## src/hdl/cuckoo_hash_table_defines.svh

```systemverilog
// Assertion macros shared by the cuckoo hash table RTL.
`ifndef CUCKOO_HASH_TABLE_DEFINES_SVH
`define CUCKOO_HASH_TABLE_DEFINES_SVH

// Same-cycle implication, checked on every clock edge out of reset.
`define CHT_ASSERT_NOW(lbl, ante, cons) \
   lbl: assert property (@(posedge clock) disable iff (reset) (ante) |-> (cons)) \
      else $error("cuckoo hash table check failed");

// Next-cycle implication, checked on every clock edge out of reset.
`define CHT_ASSERT_NEXT(lbl, ante, cons) \
   lbl: assert property (@(posedge clock) disable iff (reset) (ante) |=> (cons)) \
      else $error("cuckoo hash table check failed");

`endif

```

## src/hdl/cht_pkg.sv

```systemverilog
// Shared constants for the cuckoo hash table.
`default_nettype none
package cht_pkg;
   localparam int KEY_W  = 31;  // key and stored entry width
   localparam int CNT_W  = 5;   // divider step counter width
   localparam int CSR_W  = 10;  // slots_in_use register width
   localparam int DATA_W = 32;  // APB data width
   localparam int ADDR_W = 3;   // APB address width

   localparam logic [1:0] OP_INSERT = 2'd0;
   localparam logic [1:0] OP_SEARCH = 2'd1;
   localparam logic [1:0] OP_REMOVE = 2'd2;
endpackage
`default_nettype wire

```

## src/hdl/cht_div.sv

```systemverilog
// Radix-2 restoring divider, one quotient bit per cycle.
`default_nettype none
module cht_div
   import cht_pkg::*;
#(
   parameter int DW = 10
) (
   input  wire logic              clock,
   input  wire logic              reset,
   input  wire logic              go,
   input  wire logic [KEY_W-1:0]  numer,
   input  wire logic [DW-1:0]     denom,
   output logic                   done,
   output logic [KEY_W-1:0]       quotient,
   output logic [DW-1:0]          remainder
);
   localparam logic [CNT_W-1:0] LAST = CNT_W'(KEY_W - 1);

   logic              busy_ff, busy_in;
   logic              done_ff, done_in;
   logic [CNT_W-1:0]  cnt_ff, cnt_in;
   logic [KEY_W-1:0]  quo_ff, quo_in;
   logic [DW-1:0]     rem_ff, rem_in;
   logic [DW-1:0]     den_ff, den_in;
   logic [DW:0]       trial;
   logic              ge;

   always_comb begin
      trial   = {rem_ff, quo_ff[KEY_W-1]};
      ge      = (trial >= {1'b0, den_ff});
      busy_in = busy_ff;
      cnt_in  = cnt_ff;
      quo_in  = quo_ff;
      rem_in  = rem_ff;
      den_in  = den_ff;
      done_in = busy_ff && (cnt_ff == LAST);
      if (go) begin
         busy_in = 1'b1;
         cnt_in  = '0;
         quo_in  = numer;
         rem_in  = '0;
         den_in  = denom;
      end else if (busy_ff) begin
         rem_in = ge ? DW'(trial - {1'b0, den_ff}) : DW'(trial);
         quo_in = {quo_ff[KEY_W-2:0], ge};
         cnt_in = cnt_ff + CNT_W'(1);
         if (cnt_ff == LAST) begin
            busy_in = 1'b0;
         end
      end
   end

   always_ff @(posedge clock) begin
      if (reset) begin
         busy_ff <= 1'b0;
         done_ff <= 1'b0;
         cnt_ff  <= '0;
      end else begin
         busy_ff <= busy_in;
         done_ff <= done_in;
         cnt_ff  <= cnt_in;
      end
      quo_ff <= quo_in;
      rem_ff <= rem_in;
      den_ff <= den_in;
   end

   assign done      = done_ff;
   assign quotient  = quo_ff;
   assign remainder = rem_ff;
endmodule
`default_nettype wire

```

## config.mk

```make
export PLATFORM = sky130hd
export DESIGN_NAME = cht_div
export DESIGN_NICKNAME = d
export VERILOG_FILES = /design/src/hdl/cuckoo_hash_table_defines.svh /design/src/hdl/cht_pkg.sv /design/src/hdl/cht_div.sv
export SDC_FILE = /design/constraint.sdc
export NUM_CORES = 1
export LEC_CHECK = 0
export BUFFER_PORTS_ARGS = -buffer_cell sky130_fd_sc_hd__buf_2
export CAP_MARGIN = 30
export CORE_ASPECT_RATIO = 0.5
export CORE_MARGIN = 2
export CORE_UTILIZATION = 30
export CTS_CLUSTER_SIZE = 10
export DETAILED_ROUTE_END_ITERATION = 8
export GPL_TIMING_DRIVEN = 0
export PLACE_DENSITY = 0.55
export SYNTH_ARGS = -nofsm -noshare
export SYNTH_HDL_FRONTEND = slang
export SYNTH_SLANG_ARGS = --single-unit
```

## constraint.sdc

```tcl
create_clock -name clock -period 3.3 [get_ports clock]
set_clock_uncertainty 0.15 [all_clocks]
set_input_delay 0.165 -clock clock [delete_from_list [all_inputs] [get_ports clock]]
set_output_delay 0.165 -clock clock [all_outputs]
set_load 0.02 [all_outputs]
```

==> summary.md, run 1 <==
| Metric | Value |
|---|---|
| GRT Overall Usage | roughly 14% |
| Core area | between 9000 and 10,000 sq um |
| Average wire per standard cell | approximately 15 microns |
| Die width | 142 microns |
| Global-route wire length before repair | 11,200 microns |
| Final critical-path share of the clock period | between 80 and 90% |
| Clk Latency, worst-skew pair | 0.32 ns |
| Final-report setup violation count | 0 |
| Pre-CTS WS | 0.684 ns |
| Slew headroom | 50.0% |
| Worst-margin pin slew | ~0.75 ns |
| Clock Root Buffer | clkbuf_16 |
| RSZ-0062 raised after global routing | no |
| Vias/cell | between 4 and 5 |
| Chip height | 72.8 microns |
| Largest area contributor in the netlist | edfxtp_1 |
| WP data arrival | 2.76 ns |
| DR pass1 iterations | 5 |
| Synth top area share | 43.3% |
| CTS tree | done |
| Detailed Route WL | 7080 microns |
| Post-synth EDFFs | just over 40 |
| Post-Syn Area per Cell | 12.6 sq um |
| Area delta synth->final | 43.4% |
| Die area | 10,300 sq um |
| FP Rows | 25 |
| Post-Syn Area | 2840 sq um |
| Ranking of synthesized cells by area | edfxtp_1, mux2_2, dfxtp_1 |
| Crit Path Class | reg -> reg |
| Clock sink count | 58 |
| Post-Layout Cell Count | ~480 |
| Critical Path End Type | flip-flop |
| Vias in the first global route | 2,347 |
| Register area | about 1600 sq um |
| Final Max Tran Viols | 0 |
| Clock Path Buffers | 2 |
| Setup TNS | 0 ns |
| Starting Density | 30.5% |
| Num CTS Buffers | 9 |
| Max Fanout on Critical Path | 3 |
| Max-cap violations | 0 |
| Worst-path clk slew | 0.05 ns |
| Synth Net Count | 282 |
| Htree depth | 3 |
| Multi-input logic area | 1190 sq um |
| Placed cell count | 431 |
| IO buf count | 85 |
| Tmin final | 2.68 ns |
| Antenna Nets Post-Route | 0 |
| Detailed placement HPWL | a little over 5000 microns |
| Layout cells sized above 1 | between 30% and 40% |
| GP Congestion | 0.835 |
| Synth Flop Type | edfxtp_1 |
| Number of inserted diodes | 0 |
| Final worst setup slack | 0.619 ns |
| DR iter-0 viols | 155 |
| # nets final | 416 |
| Max Fclk | 373 MHz |
| Worst VDD drop | 0.000241 V |
| Fillers | slightly below 900 |
| Worst EP required | approximately 3.4 ns |
| Post-synthesis register bit count | 58 |
| GR Overflow Total | 0 |
| CP startpoint kind | flip-flop |
| Vias | ~2.3k |
| Library cells used by synthesis | 44 |
| Initial antenna violation count | 0 |
| # DRC | 0 |
| Register area share after synthesis | 55.3% |
| YS warnings | 0 |
| Mapped Cells | 225 |
| Power Dens Cells | roughly 540 nW/um^2 |
| Final hold vios | 0 |
| Hold WC Path Type | in -> reg |
| Lkg Pwr | 1.71 nW |
| Async set-or-reset flop fraction in the synthesized netlist | 0% |
| Post-CTS setup buffers | 0 |
| I/O pin cnt | 86 |
| Largest net degree at the start of global routing | 32 |
| Status | completed |
==> state kept, by name (all words and copies together), names as in the netlist <==
| register | cells |
|---|---|
| busy_ff | 1 |
| cnt_ff | 5 |
| den_ff | 10 |
| done | 1 |
| quotient | 31 |
| remainder | 10 |
==> worst paths after layout <==
path         depth (start not counted)                 startpoint                         to  slack [ns]
max                                 10     quotient[30]$_DFFE_PP_  remainder[8]$_SDFFE_PP0P_        0.62
min                                  2                  numer[12]     quotient[12]$_DFFE_PP_        0.01
max reg2reg                         10     quotient[30]$_DFFE_PP_  remainder[8]$_SDFFE_PP0P_        0.62
min reg2reg                          2  remainder[3]$_SDFFE_PP0P_  remainder[4]$_SDFFE_PP0P_        0.36
==> cells in the final DEF (no fill, tap or decap), drive strengths merged, types with 2 or more instances in the layout <==
cell / synthesis / routed
nor2b: 3 / 3
nand4: 5 / 5
o21ai: 3 / 3
nor2: 15 / 15
a211oi: 5 / 5
nor3b: 2 / 2
a21o: 3 / 3
nor3: 6 / 6
dfxtp: 17 / 17
buf: 3 / 88
a311oi: 4 / 4
dlygate4sd3: 0 / 38
clkbuf: 5 / 16
mux2: 32 / 32
edfxtp: 41 / 41
a21oi: 7 / 7
a31oi: 2 / 2
and3: 2 / 2
xnor2: 4 / 4
inv: 12 / 12
ha: 12 / 12
nand3: 2 / 2
o21bai: 2 / 2
xor2: 7 / 7
nand2: 12 / 12
clkinv: 0 / 3
o22ai: 5 / 5
==> per-layer routing <==
layer / vias up / track usage [%] / share of wire (%)
met4: 0 / 6.22 / 1.5
met2: 59 / 25.4 / 51
met3: 9 / 4.79 / 4.7
met5: - / 0 / 0
met1: 1130 / 16.2 / 43
li1: 1116 / - / -
==> power breakdown <==
group / internal [mW] / leakage [nW] / switching, mW
combinational: 0.199 / 1.02 / 0.245
sequential: 0.858 / 0.549 / 0.0361
clock: 0.574 / 0.137 / 0.303
==> worst max-delay path, cell delays in order, from the launching register on <==
cell      delay [ns]
edfxtp_1        0.39
inv_1           0.09
ha_1            0.16
inv_1           0.05
fa_1            0.42
a211oi_1        0.30
nor2_1          0.11
o41ai_1         0.43
xnor2_1         0.18
nand2_1         0.07
a311oi_1        0.23
==> final cells by class <==
type	instances	area share, %
inverter	12	1.11
timing repair buffer	123	19.8
multi-input combinational	147	29.3
buffer	8	0.737
clock buffer	11	5.71
tap	121	3.72
sequential	58	38.6
clock inverter	4	1.07
==> synthesized netlist by cell type (all sizes together), types with 2 or more instances <==
master  instances
a31oi           2
clkbuf          5
a311oi          4
buf             3
mux2           32
a21oi           7
nor2b           3
xor2            7
xnor2           4
nand2          12
nand4           5
inv            12
nor3            6
ha             12
nor2           15
o21ai           3
edfxtp         41
a211oi          5
a21o            3
and3            2
nand3           2
o22ai           5
nor3b           2
dfxtp          17
o21bai          2
==> per-stage QoR <==
step                power [mW]  instance area [sq um]  util [%]  hold slack [ns]
finish                    2.22                   4080      43.7           0.0127
global route              2.33                   4080      43.7          0.00812
CTS                       2.25                   4080      43.7          0.00230
detailed placement        1.32                   3420      36.7            0.193
global placement          1.31                   3420      36.7            0.192
floorplan                 1.18                   2840         -           0.0874
==> kinds of logic after synthesis <==
| group | share of synthesized area (%) |
|---|---|
| AOI/OAI and AO/OA | 10.7 |
| xor gates and xnor gates | 3.39 |
| DFF | 55.3 |
| and+or+nand+nor | 9.29 |
| buffers and inverters | 2.64 |
| muxes | 12.7 |
| adders and majority gates | 5.99 |
==> what timing repair did <==
item,CTS,global route
endpoints found under the hold margin,44,0
hold buffers,38,0
endpoints found under the setup margin,0,0
resized for setup,0,0
Note: power is estimated with default switching activity, not from simulation.
==> inputs of run 2 (changes only) <==
clock period = 2.7 ns   (was 3.3 ns; I/O delays follow)
==> summary.md, run 2 (same netlist as run 1, synthesis figures left out) <==
| Metric | Value |
|---|---|
| Status | completed (unchanged) |
| Final critical-path share of the clock period | 95.5% (was 81.2%) |
| Detailed placement HPWL | 5030 microns (unchanged) |
| Power Dens Cells | 660 nW/um^2 (was 544 nW/um^2) |
| Commonest cells after routing, fill and taps aside | buf_2, dlygate4sd3_1, edfxtp_1, mux2_2, dfxtp_1 (was buf_2, edfxtp_1, dlygate4sd3_1, mux2_2, dfxtp_1) |
| Hold Path Origin | go (was numer[12]) |
| I/O pin cnt | 86 (unchanged) |
| Worst r2r src | quotient[30]$_DFFE_PP_ (unchanged) |
| Starting Density | 30.5% (unchanged) |
| Die width | 142 microns (unchanged) |
| Final Max Tran Viols | 0 (unchanged) |
| Setup TNS | 0 ns (unchanged) |
| Hold WC Path Type | in -> reg (unchanged) |
| Final worst setup slack | 0.121 ns (was 0.619 ns) |
| Max Fanout on Critical Path | 3 (unchanged) |
| Detailed Route WL | 7160 microns (was 7080 microns) |
| Htree depth | 3 (unchanged) |
| Antenna Nets Post-Route | 0 (unchanged) |
| Largest net degree at the start of global routing | 32 (unchanged) |
| Worst-margin pin slew | 0.746 ns (was 0.749 ns) |
| Max-cap violations | 0 (unchanged) |
| Crit path from | quotient[30]$_DFFE_PP_ (unchanged) |
| Clock sink count | 58 (unchanged) |
| FF-to-FF setup slack | 0.12 ns (was 0.62 ns) |
| Vias/cell | 4.79 (was 4.78) |
| CTS tree | done (unchanged) |
| Number of inserted diodes | 0 (unchanged) |
| # nets final | 420 (was 416) |
| Area delta synth->final | 45.1% (was 43.4%) |
| Num CTS Buffers | 9 (unchanged) |
| Die area | 10,300 sq um (unchanged) |
| Average wire per standard cell | 14.7 microns (was 14.6 microns) |
| Vias in the first global route | 2,373 (was 2,347) |
| Layout cells sized above 1 | 37.9% (was 38.0%) |
| GRT Overall Usage | 14.4% (unchanged) |
| Vias | 2,336 (was 2,314) |
| Max Fclk | 388 MHz (was 373 MHz) |
| Crit Path Class | reg -> reg (unchanged) |
| CP startpoint kind | flip-flop (unchanged) |
| Initial antenna violation count | 0 (unchanged) |
| DR pass1 iterations | 6 (was 5) |
| Worst EP required | 2.78 ns (was 3.38 ns) |
| Clk Latency, worst-skew pair | 0.32 ns (about the same) |
| # DRC | 0 (unchanged) |
| WP data arrival | 2.66 ns (was 2.76 ns) |
| DR iter-0 viols | 129 (was 155) |
| Core area | 9320 sq um (unchanged) |
| Lkg Pwr | 1.73 nW (was 1.71 nW) |
| Max FFs per register | 31 (unchanged) |
| Critical Path End Type | flip-flop (unchanged) |
| FP Rows | 25 (unchanged) |
| Commonest non-fill, non-tap cell in the layout | buf_2 (unchanged) |
| Pre-CTS WS | 0.0841 ns (was 0.684 ns) |
| Final hold vios | 0 (unchanged) |
| Clock Path Buffers | 2 (unchanged) |
| Worst VDD drop | 0.000296 V (was 0.000241 V) |
| Post-CTS setup buffers | 0 (unchanged) |
| Worst-path clk slew | 0.05 ns (about the same) |
| Slew headroom | 50.3% (was 50.0%) |
| Fillers | 884 (was 892) |
| Final-report setup violation count | 0 (unchanged) |
| IO buf count | 85 (unchanged) |
| Global-route wire length before repair | 11,300 microns (was 11,200 microns) |
| Tmin final | 2.58 ns (was 2.68 ns) |
| Clock Root Buffer | clkbuf_16 (unchanged) |
| GR Overflow Total | 0 (unchanged) |
| Chip height | 72.8 microns (unchanged) |
| GP Congestion | 0.835 (unchanged) |
[run 2: metrics by stage]
stage          utilization (%)  instances  hold slack, ns  power [mW]  instance area [sq um]
6_report                  44.2        488          0.0954        2.72                   4120
5_1_grt                   44.2        488           0.108        2.85                   4120
4_1_cts                   44.1        488          0.0938        2.75                   4120
3_5_place_dp              36.7        431           0.163        1.61                   3420
3_3_place_gp              36.7        431           0.162        1.60                   3420
2_1_floorplan                -        225          0.0574        1.44                   2840
[run 2: cell type report]
cell class | count | area [sq um] | share of cell area (%)
multi-input combinational | 147 | 1200 | 29.2
buffer | 8 | 30.0 | 0.728
tap | 121 | 151 | 3.67
sequential | 58 | 1570 | 38.1
timing repair buffer | 127 | 846 | 20.5
inverter | 12 | 45.0 | 1.09
clock buffer | 11 | 233 | 5.64
clock inverter | 4 | 43.8 | 1.06
[run 2: routing by layer]
metal  vias to the layer above  share of wire [%]  track usage [%]
met3                        13                4.4             4.53
met2                        51                 51             25.5
met4                         0                2.0             6.33
met1                      1147                 42             16.3
met5                         -                  0                0
li1                       1125                  -                -
[run 2: path summary, 6_finish.rpt]
check                                    to  depth (start not counted)
setup reg to reg  remainder[8]$_SDFFE_PP0P_                         10
hold reg to reg   remainder[4]$_SDFFE_PP0P_                          2
hold / removal          den_ff[4]$_DFFE_PP_                          1
setup / recovery  remainder[8]$_SDFFE_PP0P_                         10
[run 2: critical path, stage by stage, from the launching register on]
cell and delay (ns):
edfxtp_1 0.39, inv_1 0.09, ha_1 0.16, inv_1 0.05, fa_1 0.42, a211oi_1 0.29
nor2_1 0.12, o41ai_2 0.34, xnor2_1 0.17, nand2_1 0.07, a311oi_1 0.23
[run 2: repair_timing]
action,4_1_cts,5_1_grt
hold buffers,42,0
endpoints found under the hold margin,48,0
gates resized for setup,0,1
endpoints found under the setup margin,0,1
[run 2: power by group]
group | total [mW] | leakage, nW | switching, mW | internal [mW]
logic | 0.550 | 1.04 | 0.302 | 0.248
registers | 1.09 | 0.549 | 0.0439 | 1.05
clock network | 1.08 | 0.137 | 0.375 | 0.702
total | 2.72 | 1.73 | 0.721 | 2.00
